==> config.mk <==
export PLATFORM = sky130hd
export DESIGN_NAME = cle_core
export DESIGN_NICKNAME = d
export VERILOG_FILES = /design/src/hw/rtl/cle_pkg.sv /design/src/hw/rtl/cle_core.sv
export SDC_FILE = /design/constraint.sdc
export NUM_CORES = 1
export LEC_CHECK = 0
export ABC_AREA = 0
export ABC_CLOCK_PERIOD_IN_PS = 5100
export BUFFER_PORTS_ARGS = -buffer_cell sky130_fd_sc_hd__buf_4
export CORE_UTILIZATION = 40
export CTS_CLUSTER_SIZE = 16
export DETAILED_ROUTE_END_ITERATION = 16
export PLACE_DENSITY = 0.61
export SLEW_MARGIN = 20
export SYNTH_ARGS = -nofsm -noshare
export SYNTH_HDL_FRONTEND = slang
export SYNTH_SLANG_ARGS = --single-unit
==> constraint.sdc <==
create_clock -name i_clk -period 5.1 [get_ports i_clk]
set_clock_uncertainty 0.2 [all_clocks]
set_input_delay 0.255 -clock i_clk [delete_from_list [all_inputs] [get_ports i_clk]]
set_output_delay 0.255 -clock i_clk [all_outputs]
set_load 0.02 [all_outputs]
==> src/hw/rtl/cle_pkg.sv <==
package cle_pkg;

    localparam int MemBytesDefault = 65536;

    // addressing modes
    localparam logic [3:0] M_IMM  = 4'd0;
    localparam logic [3:0] M_ZP   = 4'd1;
    localparam logic [3:0] M_ZPI  = 4'd2;
    localparam logic [3:0] M_ABS  = 4'd3;
    localparam logic [3:0] M_ABSI = 4'd4;
    localparam logic [3:0] M_INDX = 4'd5;
    localparam logic [3:0] M_INDY = 4'd6;
    localparam logic [3:0] M_JSR  = 4'd7;
    localparam logic [3:0] M_BAD  = 4'd8;

    // load targets
    localparam logic [1:0] T_A = 2'd0;
    localparam logic [1:0] T_X = 2'd1;
    localparam logic [1:0] T_Y = 2'd2;

    localparam logic [0:0] OP_WRITE = 1'b0;
    localparam logic [0:0] OP_EXEC  = 1'b1;

    localparam logic [15:0] PC_RESET = 16'hFFFC;
    localparam logic [7:0]  SP_RESET = 8'hFF;
    localparam logic [7:0]  STACK_PAGE = 8'h01;

    typedef struct packed {
        logic [0:0]  op;
        logic [15:0] mem_addr;
        logic [7:0]  mem_data;
    } t_in;

    typedef struct packed {
        logic [7:0]  acc;
        logic [7:0]  index_x;
        logic [7:0]  index_y;
        logic [15:0] prog_counter;
        logic [7:0]  stack_ptr;
        logic        neg_flag;
        logic        zero_flag;
        logic [2:0]  cycles_used;
        logic        bad_opcode;
    } t_out;

    typedef struct packed {
        logic        we;
        logic [15:0] addr;
        logic [7:0]  wdata;
    } t_mem_req;

    typedef struct packed {
        logic [3:0] mode;
        logic [1:0] tgt;
        logic       use_y;
        logic [2:0] cyc;
        logic       bad;
    } t_dec;

    function automatic t_dec cle_decode(input logic [7:0] opc);
        t_dec d;
        d = '{mode: M_BAD, tgt: T_A, use_y: 1'b0, cyc: 3'd1, bad: 1'b1};
        case (opc)
            8'hA9: d = '{M_IMM,  T_A, 1'b0, 3'd2, 1'b0};
            8'hA2: d = '{M_IMM,  T_X, 1'b0, 3'd2, 1'b0};
            8'hA0: d = '{M_IMM,  T_Y, 1'b0, 3'd2, 1'b0};
            8'hA5: d = '{M_ZP,   T_A, 1'b0, 3'd3, 1'b0};
            8'hA6: d = '{M_ZP,   T_X, 1'b0, 3'd3, 1'b0};
            8'hA4: d = '{M_ZP,   T_Y, 1'b0, 3'd3, 1'b0};
            8'hB5: d = '{M_ZPI,  T_A, 1'b0, 3'd4, 1'b0};
            8'hB6: d = '{M_ZPI,  T_X, 1'b1, 3'd4, 1'b0};
            8'hB4: d = '{M_ZPI,  T_Y, 1'b0, 3'd4, 1'b0};
            8'hAD: d = '{M_ABS,  T_A, 1'b0, 3'd4, 1'b0};
            8'hAE: d = '{M_ABS,  T_X, 1'b0, 3'd4, 1'b0};
            8'hAC: d = '{M_ABS,  T_Y, 1'b0, 3'd4, 1'b0};
            8'hBD: d = '{M_ABSI, T_A, 1'b0, 3'd4, 1'b0};
            8'hB9: d = '{M_ABSI, T_A, 1'b1, 3'd4, 1'b0};
            8'hBE: d = '{M_ABSI, T_X, 1'b1, 3'd4, 1'b0};
            8'hBC: d = '{M_ABSI, T_Y, 1'b0, 3'd4, 1'b0};
            8'hA1: d = '{M_INDX, T_A, 1'b0, 3'd6, 1'b0};
            8'hB1: d = '{M_INDY, T_A, 1'b1, 3'd5, 1'b0};
            8'h20: d = '{M_JSR,  T_A, 1'b0, 3'd6, 1'b0};
            default: d = '{M_BAD, T_A, 1'b0, 3'd1, 1'b1};
        endcase
        return d;
    endfunction

endpackage

==> src/hw/rtl/cle_core.sv <==
module cle_core
    import cle_pkg::*;
(
    input  logic       i_clk,
    input  logic       i_rst_n,
    input  logic       i_in_valid,
    output logic       o_in_ready,
    input  t_in        i_in,
    output logic       o_out_valid,
    input  logic       i_out_ready,
    output t_out       o_out,
    input  logic       i_mem_busy,
    input  logic [7:0] i_mem_rdata,
    output t_mem_req   o_mem_req
);
    localparam logic [3:0] ST_IDLE = 4'd0;
    localparam logic [3:0] ST_OPC  = 4'd1;
    localparam logic [3:0] ST_OP1  = 4'd2;
    localparam logic [3:0] ST_OP2  = 4'd3;
    localparam logic [3:0] ST_PLO  = 4'd4;
    localparam logic [3:0] ST_PHI  = 4'd5;
    localparam logic [3:0] ST_LOAD = 4'd6;
    localparam logic [3:0] ST_JSR2 = 4'd7;
    localparam logic [3:0] ST_DONE = 4'd8;

    logic [3:0]  r_state;
    logic [15:0] r_pc;
    logic [7:0]  r_sp, r_a, r_x, r_y, r_lo, r_hi, r_ptr;
    logic        r_n, r_z, r_bad, r_oval;
    logic [3:0]  r_mode;
    logic [1:0]  r_tgt;
    logic        r_use_y;
    logic [2:0]  r_cyc;
    t_out        r_out;

    t_dec        dec;
    logic [7:0]  idx;
    logic [8:0]  lo_sum;
    logic [15:0] eff;
    logic        accept;
    logic        load_now;
    logic [7:0]  load_val;

    assign dec    = cle_decode(i_mem_rdata);
    assign idx    = r_use_y ? r_y : r_x;
    assign accept = i_in_valid && o_in_ready;
    assign o_in_ready = (r_state == ST_IDLE) && !i_mem_busy;

    // effective address; the index is added only for absolute indexed and (zp),Y
    always_comb begin
        logic [7:0] add;
        add = 8'h00;
        if (r_mode == M_ABSI || r_mode == M_INDY) add = idx;
        lo_sum = {1'b0, r_lo} + {1'b0, add};
        eff    = {i_mem_rdata, r_lo} + {8'h00, add};
    end

    always_comb begin
        o_mem_req = '{we: 1'b0, addr: r_pc, wdata: i_mem_rdata};
        load_now  = 1'b0;
        load_val  = i_mem_rdata;
        case (r_state)
            ST_IDLE: begin
                if (accept && i_in.op == OP_WRITE) begin
                    o_mem_req = '{we: 1'b1, addr: i_in.mem_addr, wdata: i_in.mem_data};
                end
            end
            ST_OPC:  o_mem_req.addr = r_pc + 16'd1;
            ST_OP1: begin
                case (r_mode)
                    M_IMM:   load_now = 1'b1;
                    M_ZP:    o_mem_req.addr = {8'h00, i_mem_rdata};
                    M_ZPI:   o_mem_req.addr = {8'h00, i_mem_rdata + idx};
                    M_INDX:  o_mem_req.addr = {8'h00, i_mem_rdata + r_x};
                    M_INDY:  o_mem_req.addr = {8'h00, i_mem_rdata};
                    default: o_mem_req.addr = r_pc + 16'd1;
                endcase
            end
            ST_OP2: begin
                if (r_mode == M_JSR) begin
                    o_mem_req = '{we: 1'b1, addr: {STACK_PAGE, r_sp}, wdata: r_pc[15:8]};
                end else begin
                    o_mem_req.addr = eff;
                end
            end
            // JSR pushes the low byte of its return address, the last operand byte
            ST_JSR2: o_mem_req = '{we: 1'b1, addr: {STACK_PAGE, r_sp}, wdata: r_pc[7:0]};
            ST_PLO:  o_mem_req.addr = {8'h00, r_ptr + 8'd1};
            ST_PHI:  o_mem_req.addr = eff;
            ST_LOAD: load_now = 1'b1;
            default: ;
        endcase
    end

    always_ff @(posedge i_clk) begin
        if (!i_rst_n) begin
            r_state <= ST_IDLE;
            r_pc    <= PC_RESET;
            r_sp    <= SP_RESET;
            r_a     <= '0;
            r_x     <= '0;
            r_y     <= '0;
            r_n     <= 1'b0;
            r_z     <= 1'b0;
            r_oval  <= 1'b0;
        end else begin
            if (r_state == ST_DONE && (!r_oval || i_out_ready)) r_oval <= 1'b1;
            else if (r_oval && i_out_ready) r_oval <= 1'b0;
            case (r_state)
                ST_IDLE: begin
                    if (accept) begin
                        r_cyc <= 3'd0;
                        r_bad <= 1'b0;
                        r_state <= (i_in.op == OP_WRITE) ? ST_DONE : ST_OPC;
                    end
                end
                ST_OPC: begin
                    r_pc    <= r_pc + 16'd1;
                    r_mode  <= dec.mode;
                    r_tgt   <= dec.tgt;
                    r_use_y <= dec.use_y;
                    r_cyc   <= dec.cyc;
                    r_bad   <= dec.bad;
                    r_state <= dec.bad ? ST_DONE : ST_OP1;
                end
                ST_OP1: begin
                    r_pc  <= r_pc + 16'd1;
                    r_lo  <= i_mem_rdata;
                    r_ptr <= (r_mode == M_INDX) ? i_mem_rdata + r_x : i_mem_rdata;
                    case (r_mode)
                        M_IMM:               r_state <= ST_DONE;
                        M_ZP, M_ZPI:         r_state <= ST_LOAD;
                        M_INDX, M_INDY:      r_state <= ST_PLO;
                        default:             r_state <= ST_OP2;
                    endcase
                end
                ST_OP2: begin
                    r_hi <= i_mem_rdata;
                    if (r_mode == M_JSR) begin
                        r_sp    <= r_sp - 8'd1;
                        r_state <= ST_JSR2;
                    end else begin
                        r_pc <= r_pc + 16'd1;
                        if (lo_sum[8]) r_cyc <= r_cyc + 3'd1;
                        r_state <= ST_LOAD;
                    end
                end
                ST_JSR2: begin
                    r_sp    <= r_sp - 8'd1;
                    r_pc    <= {r_hi, r_lo};
                    r_state <= ST_DONE;
                end
                ST_PLO: begin
                    r_lo    <= i_mem_rdata;
                    r_state <= ST_PHI;
                end
                ST_PHI: begin
                    if (r_mode == M_INDY && lo_sum[8]) r_cyc <= r_cyc + 3'd1;
                    r_state <= ST_LOAD;
                end
                ST_LOAD: r_state <= ST_DONE;
                ST_DONE: begin
                    // publish once the output slot is free
                    if (!r_oval || i_out_ready) begin
                        r_state <= ST_IDLE;
                    end
                end
                default: r_state <= ST_IDLE;
            endcase
            if (load_now) begin
                case (r_tgt)
                    T_A:     r_a <= load_val;
                    T_X:     r_x <= load_val;
                    T_Y:     r_y <= load_val;
                    default: r_a <= load_val;
                endcase
                r_n <= load_val[7];
                r_z <= (load_val == 8'h00);
            end
        end
    end

    always_ff @(posedge i_clk) begin
        if (r_state == ST_DONE && (!r_oval || i_out_ready)) begin
            r_out <= '{acc: r_a, index_x: r_x, index_y: r_y, prog_counter: r_pc,
                       stack_ptr: r_sp, neg_flag: r_n, zero_flag: r_z,
                       cycles_used: r_cyc, bad_opcode: r_bad};
        end
    end

    assign o_out_valid = r_oval;
    assign o_out       = r_out;

`ifndef NO_ASSERTIONS
    a_busy_no_ready: assert property (@(posedge i_clk) disable iff (!i_rst_n)
        (r_state != ST_IDLE) |-> !o_in_ready)
        else $error("request taken while an instruction is in flight");
    a_bad_one_cycle: assert property (@(posedge i_clk) disable iff (!i_rst_n)
        (o_out_valid && o_out.bad_opcode) |-> (o_out.cycles_used == 3'd1))
        else $error("unknown opcode with wrong cycle count");
    a_write_states: assert property (@(posedge i_clk) disable iff (!i_rst_n)
        o_mem_req.we |-> (r_state == ST_IDLE || r_state == ST_OP2 || r_state == ST_JSR2))
        else $error("memory write from an unexpected state");
`endif
endmodule

## Word level (Yosys, flattened, before mapping)

Cells that the tools add are included.

| word-level totals | value |
|---|---|
| bits in registers | 144 |
| bits of input ports | 38 |
| output and inout port bits | 81 |
| logic and storage cells | 148 |

| operators by class | value |
|---|---|
| add/subtract/negate cells | 8 |
| equality and inequality tests | 41 |
| muxes and demuxes | 34 |
| bitwise logic cells | 2 |
| reduce and logical (&&, ||, !) cells | 37 |

Operators with widths:

| cell | count |
|---|---|
| $pmux 11 s19 | 1 |
| $eq 8x8->1 const B | 18 |
| $pmux 16 s7 | 1 |
| $pmux 16 s4 | 1 |
| $pmux 16 s3 | 1 |
| $mux 8 | 5 |
| $eq 4x3->1 const B | 8 |
| $mux 16 | 2 |
| $pmux 4 s8 | 1 |
| $mux 25 | 1 |
| $pmux 8 s3 | 1 |
| $reduce_and 2->1 | 10 |
| $add 16x1->16 const B | 1 |
| $add 16x8->16 | 1 |
| $add 8x8->8 | 2 |
| $mux 4 | 4 |
| $pmux 8 s2 | 1 |
| $reduce_or 2->1 | 7 |
| $eq 4x2->1 const B | 3 |
| $mux 3 | 4 |
| $pmux 3 s4 | 1 |
| $pmux 4 s3 | 1 |
| $ne 2x2->1 const B | 5 |
| $add 8x8->9 | 1 |
| other kinds (23) | 41 |

## Depth between registers and ports, before layout

Gate-level depths: netlist of run 1.

| depth | value |
|---|---|
| depth after elaboration | 7 |
| gate-level depth with buffers | 13 |

## Worst setup path before layout of run 1

Ideal clock, no wire load.

| timing path | value |
|---|---|
| path kind | reg2reg |
| start | register r_state[0] |
| end | register r_out (netlist bit o_out[0]), enable pin |
| arrival | 3317 ps |
| required time | 4434 ps |
| setup slack | 1118 ps |
| cell stages (with the launch flop) | 6 |
| buffers on the path | 2 |
| clock period less this slack | 3982 ps |
| cell sequence | dfxtp_1 > buf_2 > buf_1 > nor3_1 > nand2_1 > nor2_1 |

| between the ends | value |
|---|---|
| word-level cells in the longest chain between the ends | 2 |

Ends and longest elaborated chain:

| element | line | source |
|---|---|---|
| from (decl) | cle_core.sv:26 | `logic [3:0] r_state;` |
| from (signal assigned) | cle_core.sv:114 | `r_state <= (i_in.op == OP_WRITE) ? ST_DONE : ST_OPC;` |
| from (signal assigned) | cle_core.sv:124 | `r_state <= dec.bad ? ST_DONE : ST_OP1;` |
| $eq 4x4->1 | cle_core.sv:184 | `if (r_state == ST_DONE && (!r_oval \|\| i_out_ready)) begin` |
| $logic_and 1x1->1 | cle_core.sv:184 |  |
| to (signal assigned) | cle_core.sv:185 | `r_out <= '{acc: r_a, index_x: r_x, index_y: r_y, prog_counter: r_pc,` |
| to (decl) | cle_core.sv:34 | `t_out r_out;` |

No other way between the ends.
A chain may end at the register's enable or synchronous reset.

==> results of run 1 <==
==> flip-flops by register name (all words and copies together) (netlist names), 2 cells and up <==
| signal | flops |
|---|---|
| o_out | 54 |
| r_a | 8 |
| r_cyc | 3 |
| r_hi | 8 |
| r_lo | 8 |
| r_mode | 4 |
| r_pc | 16 |
| r_ptr | 8 |
| r_sp | 8 |
| r_state | 4 |
| r_tgt | 2 |
| r_x | 8 |
| r_y | 8 |
==> through the flow <==
step	cells	util
after floorplan	959	-
after global placement	1292	0.460
after detailed placement	1292	0.460
after CTS	1325	0.487
after global routing	1325	0.487
final	1325	0.487
==> cells in the mapped netlist, drive strengths merged, types with 4 or more instances <==
cell type,count
a211o,4
a211oi,17
a21boi,27
a21o,10
a21oi,54
a221o,5
a221oi,10
a22o,8
a22oi,5
a31oi,14
and2,6
and3,16
buf,16
clkbuf,56
dfxtp,55
edfxtp,89
ha,28
inv,24
mux2,7
mux2i,13
nand2,104
nand2b,9
nand3,47
nand3b,5
nand4,5
nand4b,4
nor2,77
nor2b,13
nor3,28
nor4,5
o211ai,9
o21a,7
o21ai,53
o21bai,4
o22ai,21
or3,8
xnor2,18
xor2,20
==> critical path, delay by kind of cell (launching register included) <==
kind / cells / cell delay (ns)
buffers and inverters: 2 / 0.33
xor gates and xnor gates: 1 / 0.17
AOI/OAI and AO/OA: 5 / 1.65
adders and majority gates: 1 / 0.22
and+or+nand+nor: 2 / 0.64
DFF: 1 / 0.65
==> power groups by stage <==
stage / Clock, mW / Sequential [mW] / Combinational [mW]
finish: 1.22 / 1.31 / 0.511
global route: 1.27 / 1.31 / 0.543
floorplan: 0 / 1.36 / 0.266
CTS: 1.23 / 1.31 / 0.510
global placement: 0 / 1.33 / 0.507
detailed placement: 0 / 1.33 / 0.507
==> metal layers <==
layer  up-vias  GRT usage  part of all wire  wire length, microns
li1       3724          -                 -                     -
met1      3776      0.339              0.43                 12100
met2       402      0.393              0.46                 12900
met3        56     0.0521             0.086                  2420
met4         0      0.109             0.030                   862
met5         -          0                 0                     0
==> cells by family after synthesis <==
kind of cell / count (synthesis) / synth area share
adders and majority gates: 31 / 0.0471
DFF: 144 / 0.433
muxes: 20 / 0.0240
xor gates and xnor gates: 38 / 0.0382
AOI/OAI and AO/OA: 281 / 0.217
and+or+nand+nor: 349 / 0.197
buffers and inverters: 96 / 0.0436
==> layout make-up <==
cell class                      count  area share
Inverter                           24     0.00871
Timing Repair Buffer              131      0.0953
Sequential cell                   144       0.365
Clock inverter                     15      0.0140
Clock buffer                       17      0.0411
Tap cell                          275      0.0333
Multi-Input combinational cell    719       0.443
==> cell usage in the layout (no fill, tap or decap), types with 5 or more instances in the layout <==
master     netlist  layout
nand2_1        104     104
a21boi_0        27      27
edfxtp_1        89      89
a22oi_1          5       5
xor2_1          20      20
a21oi_1         54      53
mux2_2           7       7
clkbuf_16        0      17
nand3_1         47      47
and2_1           6       6
and3_1          16      16
nor4_1           5       5
nor3_1          28      28
buf_4            1     130
dfxtp_1         55      55
a21o_1          10      10
nand2b_1         9       9
a221oi_1        10      10
xnor2_1         18      18
nand3b_1         5       5
o211ai_1         9       9
nand4_1          5       5
nor2b_1         13      13
mux2i_1         13      13
inv_1           24      24
or3_1            8       8
o21ai_0         53      53
nor2_1          77      76
o21a_1           7       7
a22o_1           8       8
a31oi_1         14      14
a211oi_1        17      17
ha_1            28      28
a221o_1          5       5
o22ai_1         21      21
inv_8            0       6
==> worst paths after layout <==
check | from | endpoint | slack, ns | depth (start not counted)
worst max-delay path | r_mode[0] | o_mem_req[15] | 0.55 | 11
worst min-delay path | i_out_ready | o_out_valid | 0.004 | 4
worst max register to register | r_mode[0] | r_cyc[1] | 0.86 | 11
worst min register to register | r_n | o_out[5] | 0.23 | 0
==> qor.txt, run 1 <==
run status - complete, no violations
Yosys cell types - 73
Chip Height - 150 microns
max_cap viols - 0
Final Net Count - 1106
Vias/cell - 6.01
slowest CP cell - edfxtp_1
Yosys warning total - 0
Hold Vio Cnt, Final - 0
Combinational Power Share - 0.168
Slew Limit Headroom - 0.289
buffer count from post-CTS setup fixing - 0
fill cell total of the finished layout - 2008
area of the core - 21200 sq um
number of DRC markers after the initial detailed-route iteration - 772
count of port buffers added during placement - 118
Static Leak - 3.83 nW
wire per inst - 21.4 microns
async set or reset register ratio after synthesis - 0
total power - 3.04 mW
area growth from synthesis to layout - 18.7%
area of placed instances - 9760 sq um
maximum level of the CTS H-tree - 4
first-pass iteration count of the detailed router - 5
Post-DRT Antenna Nets - 0
net switching power - 0.919 mW
effective utilization at floorplan - 0.411
number of instances in the synthesized netlist - 959
horizontal die dimension - 150 microns
area taken by multi-input logic gates - 4580 sq um
number of enable-type register cells in the synthesized netlist - 89
Top cell by count, worst path - a21oi_1
net count after synthesis - 1028
crit path time final - 4.55 ns
class of the tightest hold or removal check - in -> reg
clock sink count - 144
placement-stage worst setup slack - 0.945 ns
Seq/Total Area, Yosys - 0.433
area leader, netlist - edfxtp_1
first-pass GRT wire length - 41.9 mm
vias after detailed routing - 7958
Cell Int Power - 2.12 mW
power density relative to cell area - 294 nW/um^2
crit path max fanout - 19
clock slew at the register clock pins of the worst setup and hold paths - 0.07 ns
number of global-route vias before repair - 7199
cell breakdown of the critical path - nor2_1 -> nand3_1 -> inv_1 -> ha_1 -> a21oi_1 -> a2bb2oi_1 -> a21oi_1 -> xor2_1 -> a211oi_1 -> o311ai_0 -> buf_4
flip-flop cell with the highest count after synthesis - edfxtp_1
post-DP HPWL - 20.2 mm
part of the total power dissipated in the clock network - 0.400
residual DRC count - 0
clk_lat worst skew - 0.43 ns
Avg Synthesized Cell Area - 9.09 sq um
# resized after CTS - 0
ant diodes - 0
cells taking the most area after synthesis - edfxtp_1, dfxtp_1, nand2_1
total gr overflow - 0
Worst EP arrival - 4.10 ns
TritonCTS clock tree - yes
Setup WS post-layout - 0.549 ns
routed wire length - 28.3 mm
netlist area before placement - 8710 sq um
pin count of the biggest net entering global routing - 58
number of register bits inferred by synthesis - 144
die footprint - 22400 sq um
part of the power in registers - 0.431
number of antenna violations at the first check in global routing - 0
Worst Hold Margin - 0.00373 ns
crit share post-route - 0.892
type of element capturing the critical path - primary output
number of buffers created by CTS - 17
total negative slack - 0 ns
IR drop worst, VDD - 0.000180 V
post-cts hold buffer count - 1
Crit Path Class - reg -> out
slowest cell delay on critical path - 0.65 ns
switching portion of total power - 0.303
RD Place Congestion - 0.948
Final Max Slew Viols - 0
share of the synthesized area in the top cell type - 0.307
sequential standard cell area - 3770 sq um
unrepaired setup endpoints after global routing - no
share of post-route cells with drive strength above 1 - 0.170
Final setup violation count - 0
kind of launch point of the worst setup path - register
buffers from clock root to sink, at most - 2
final cell area excluding filler cells - 10300 sq um
root cell of the clock tree - clkbuf_16
slew at the pin with the worst max-slew slack - 1.06 ns
cell row count - 53
required time of the critical path - 4.64 ns
number of ports placed on the die boundary - 119
top achievable clock speed - 0.220 GHz
GRT Resource Usage Total - 0.253
Note: power is estimated with default switching activity, not from simulation.
==> run 2: changes to the inputs <==
Settings changed: RECOVER_POWER from default to 25.
==> qor.txt, run 2 (synthesis results as in run 1) <==
run status - complete, no violations
number of global-route vias before repair - 7199 (unchanged)
area growth from synthesis to layout - 18.1%
number of antenna violations at the first check in global routing - 0 (unchanged)
Static Leak - 3.78 nW (-1.3%)
effective utilization at floorplan - 0.411 (unchanged)
Final setup violation count - 0 (unchanged)
DP Cell Count - 1292 (unchanged)
count of port buffers added during placement - 118 (unchanged)
area taken by multi-input logic gates - 4580 sq um (unchanged)
buffers from clock root to sink, at most - 2 (unchanged)
TritonCTS clock tree - yes
Crit Path Class - reg -> out
total negative slack - 0 ns (unchanged)
Chip Height - 150 microns (unchanged)
area of the core - 21200 sq um (unchanged)
fill cell total of the finished layout - 2026 (+0.90%)
number of DRC markers after the initial detailed-route iteration - 769 (-0.39%)
clk_lat worst skew - 0.43 ns (about the same)
total gr overflow - 0 (unchanged)
most common library cell in the layout ignoring fill and taps - buf_4
root cell of the clock tree - clkbuf_16
crit share post-route - 0.890 (-0.00182)
ant diodes - 0 (unchanged)
RD Place Congestion - 0.948 (unchanged)
first-pass GRT wire length - 41.9 mm (unchanged)
first-pass iteration count of the detailed router - 7 (+2)
detailed-routing wirelength on met1 - 12.3 mm (+1.4%)
die footprint - 22400 sq um (unchanged)
Final Net Count - 1106 (unchanged)
routed wire length - 28.3 mm (+0.16%)
Post-DRT Antenna Nets - 0 (unchanged)
commonest cells after routing, fill and taps aside - buf_4, nand2_1, edfxtp_1, nor2_1, dfxtp_1
Cell Count, Final, Fillers Out - 1325 (unchanged)
share of post-route cells with drive strength above 1 - 0.156 (-0.0133)
top routing layer in use - met4
final cell area excluding filler cells - 10300 sq um (-0.51%)
max reg flops - 54 (unchanged)
pin count of the biggest net entering global routing - 58 (unchanged)
horizontal die dimension - 150 microns (unchanged)
post-DP HPWL - 20.2 mm (unchanged)
crit path time final - 4.54 ns (-0.00929 ns)
met2 layer wire length in the routed design - 12.9 mm (+0.25%)
crit path max fanout - 19 (unchanged)
Vias/cell - 5.98 (-0.44%)
type of element capturing the critical path - primary output
wire length on met3 - 2.17 mm (-10%)
vias after detailed routing - 7923 (-0.44%)
number of buffers created by CTS - 17 (unchanged)
Worst EP arrival - 4.09 ns (about the same)
number of ports placed on the die boundary - 119 (unchanged)
# resized after CTS - 0 (unchanged)
required time of the critical path - 4.64 ns (about the same)
IR drop worst, VDD - 0.000181 V (+0.45%)
kind of launch point of the worst setup path - register
power density relative to cell area - 295 nW/um^2 (+0.37%)
cell row count - 53 (unchanged)
clock slew at the register clock pins of the worst setup and hold paths - 0.07 ns (about the same)
slew at the pin with the worst max-slew slack - 1.43 ns (+0.364 ns)
wire per inst - 21.4 microns (+0.16%)
area of placed instances - 9760 sq um (unchanged)
clock sink count - 144 (unchanged)
maximum level of the CTS H-tree - 4 (unchanged)
residual DRC count - 0 (unchanged)
Final Max Slew Viols - 0 (unchanged)
max_cap viols - 0 (unchanged)
GRT Resource Usage Total - 0.253 (unchanged)
Hold Vio Cnt, Final - 0 (unchanged)
unrepaired setup endpoints after global routing - no
Slew Limit Headroom - 0.0490 (-0.240)
class of the tightest hold or removal check - in -> reg
sequential standard cell area - 3770 sq um (unchanged)
top achievable clock speed - 0.220 GHz (+0.20%)
[run 2: cell types whose count changed in the layout (fill, tap and decap cells not counted), sizes merged]
cell	previous run	this run
buf	130	116
clkbuf	17	31
[run 2: per-stage QoR]
stage	setup WS, ns	util	hold WS, ns	power, mW
finish	0.559	0.485	0.00493	3.03
global placement	1.07	0.460	0.217	1.84
floorplan	1.12	-	0.154	1.62
CTS	0.709	0.487	0.0124	3.05
detailed placement	0.945	0.460	0.215	1.84
global route	0.394	0.485	0.0261	3.12
[run 2: worst max-delay path: stages, from the launching register on]
cell,delay [ns]
edfxtp_1,0.65
nor2_1,0.45
nand3_1,0.19
inv_1,0.11
ha_1,0.22
a21oi_1,0.21
a2bb2oi_1,0.48
a21oi_1,0.15
xor2_1,0.17
a211oi_1,0.51
o311ai_0,0.28
buf_4,0.22
[run 2: report_power, final]
part	leakage (nW)	switching (mW)	internal, mW	total [mW]
Combinational	2.25	0.322	0.184	0.506
Clock	0.282	0.567	0.649	1.22
Sequential	1.25	0.0312	1.28	1.31
[run 2: layout make-up]
| type | instances | share of cell area |
|---|---|---|
| Sequential cell | 144 | 0.367 |
| Timing Repair Buffer | 131 | 0.0907 |
| Clock buffer | 17 | 0.0413 |
| Inverter | 24 | 0.00876 |
| Clock inverter | 15 | 0.0141 |
| Tap cell | 275 | 0.0334 |
| Multi-Input combinational cell | 719 | 0.445 |
[run 2: repair_timing]
action / 4_1_cts / 5_1_grt
setup buffers: 0 / 0
hold buffers: 1 / 0
endpoints found under the hold margin: 1 / 0
[run 2: routing by layer]
metal / vias up / track usage
li1: 3728 / -
met1: 3767 / 0.339
met2: 364 / 0.393
met3: 64 / 0.0521
met4: 0 / 0.109
met5: - / 0
[run 2: final timing paths]
check,from,to,slack (ns),depth (start not counted)
max,r_mode[0],o_mem_req[15],0.56,11
min,i_out_ready,o_out_valid,0.005,4
max reg2reg,r_mode[0],r_cyc[1],0.88,11
min reg2reg,r_n,o_out[5],0.23,0
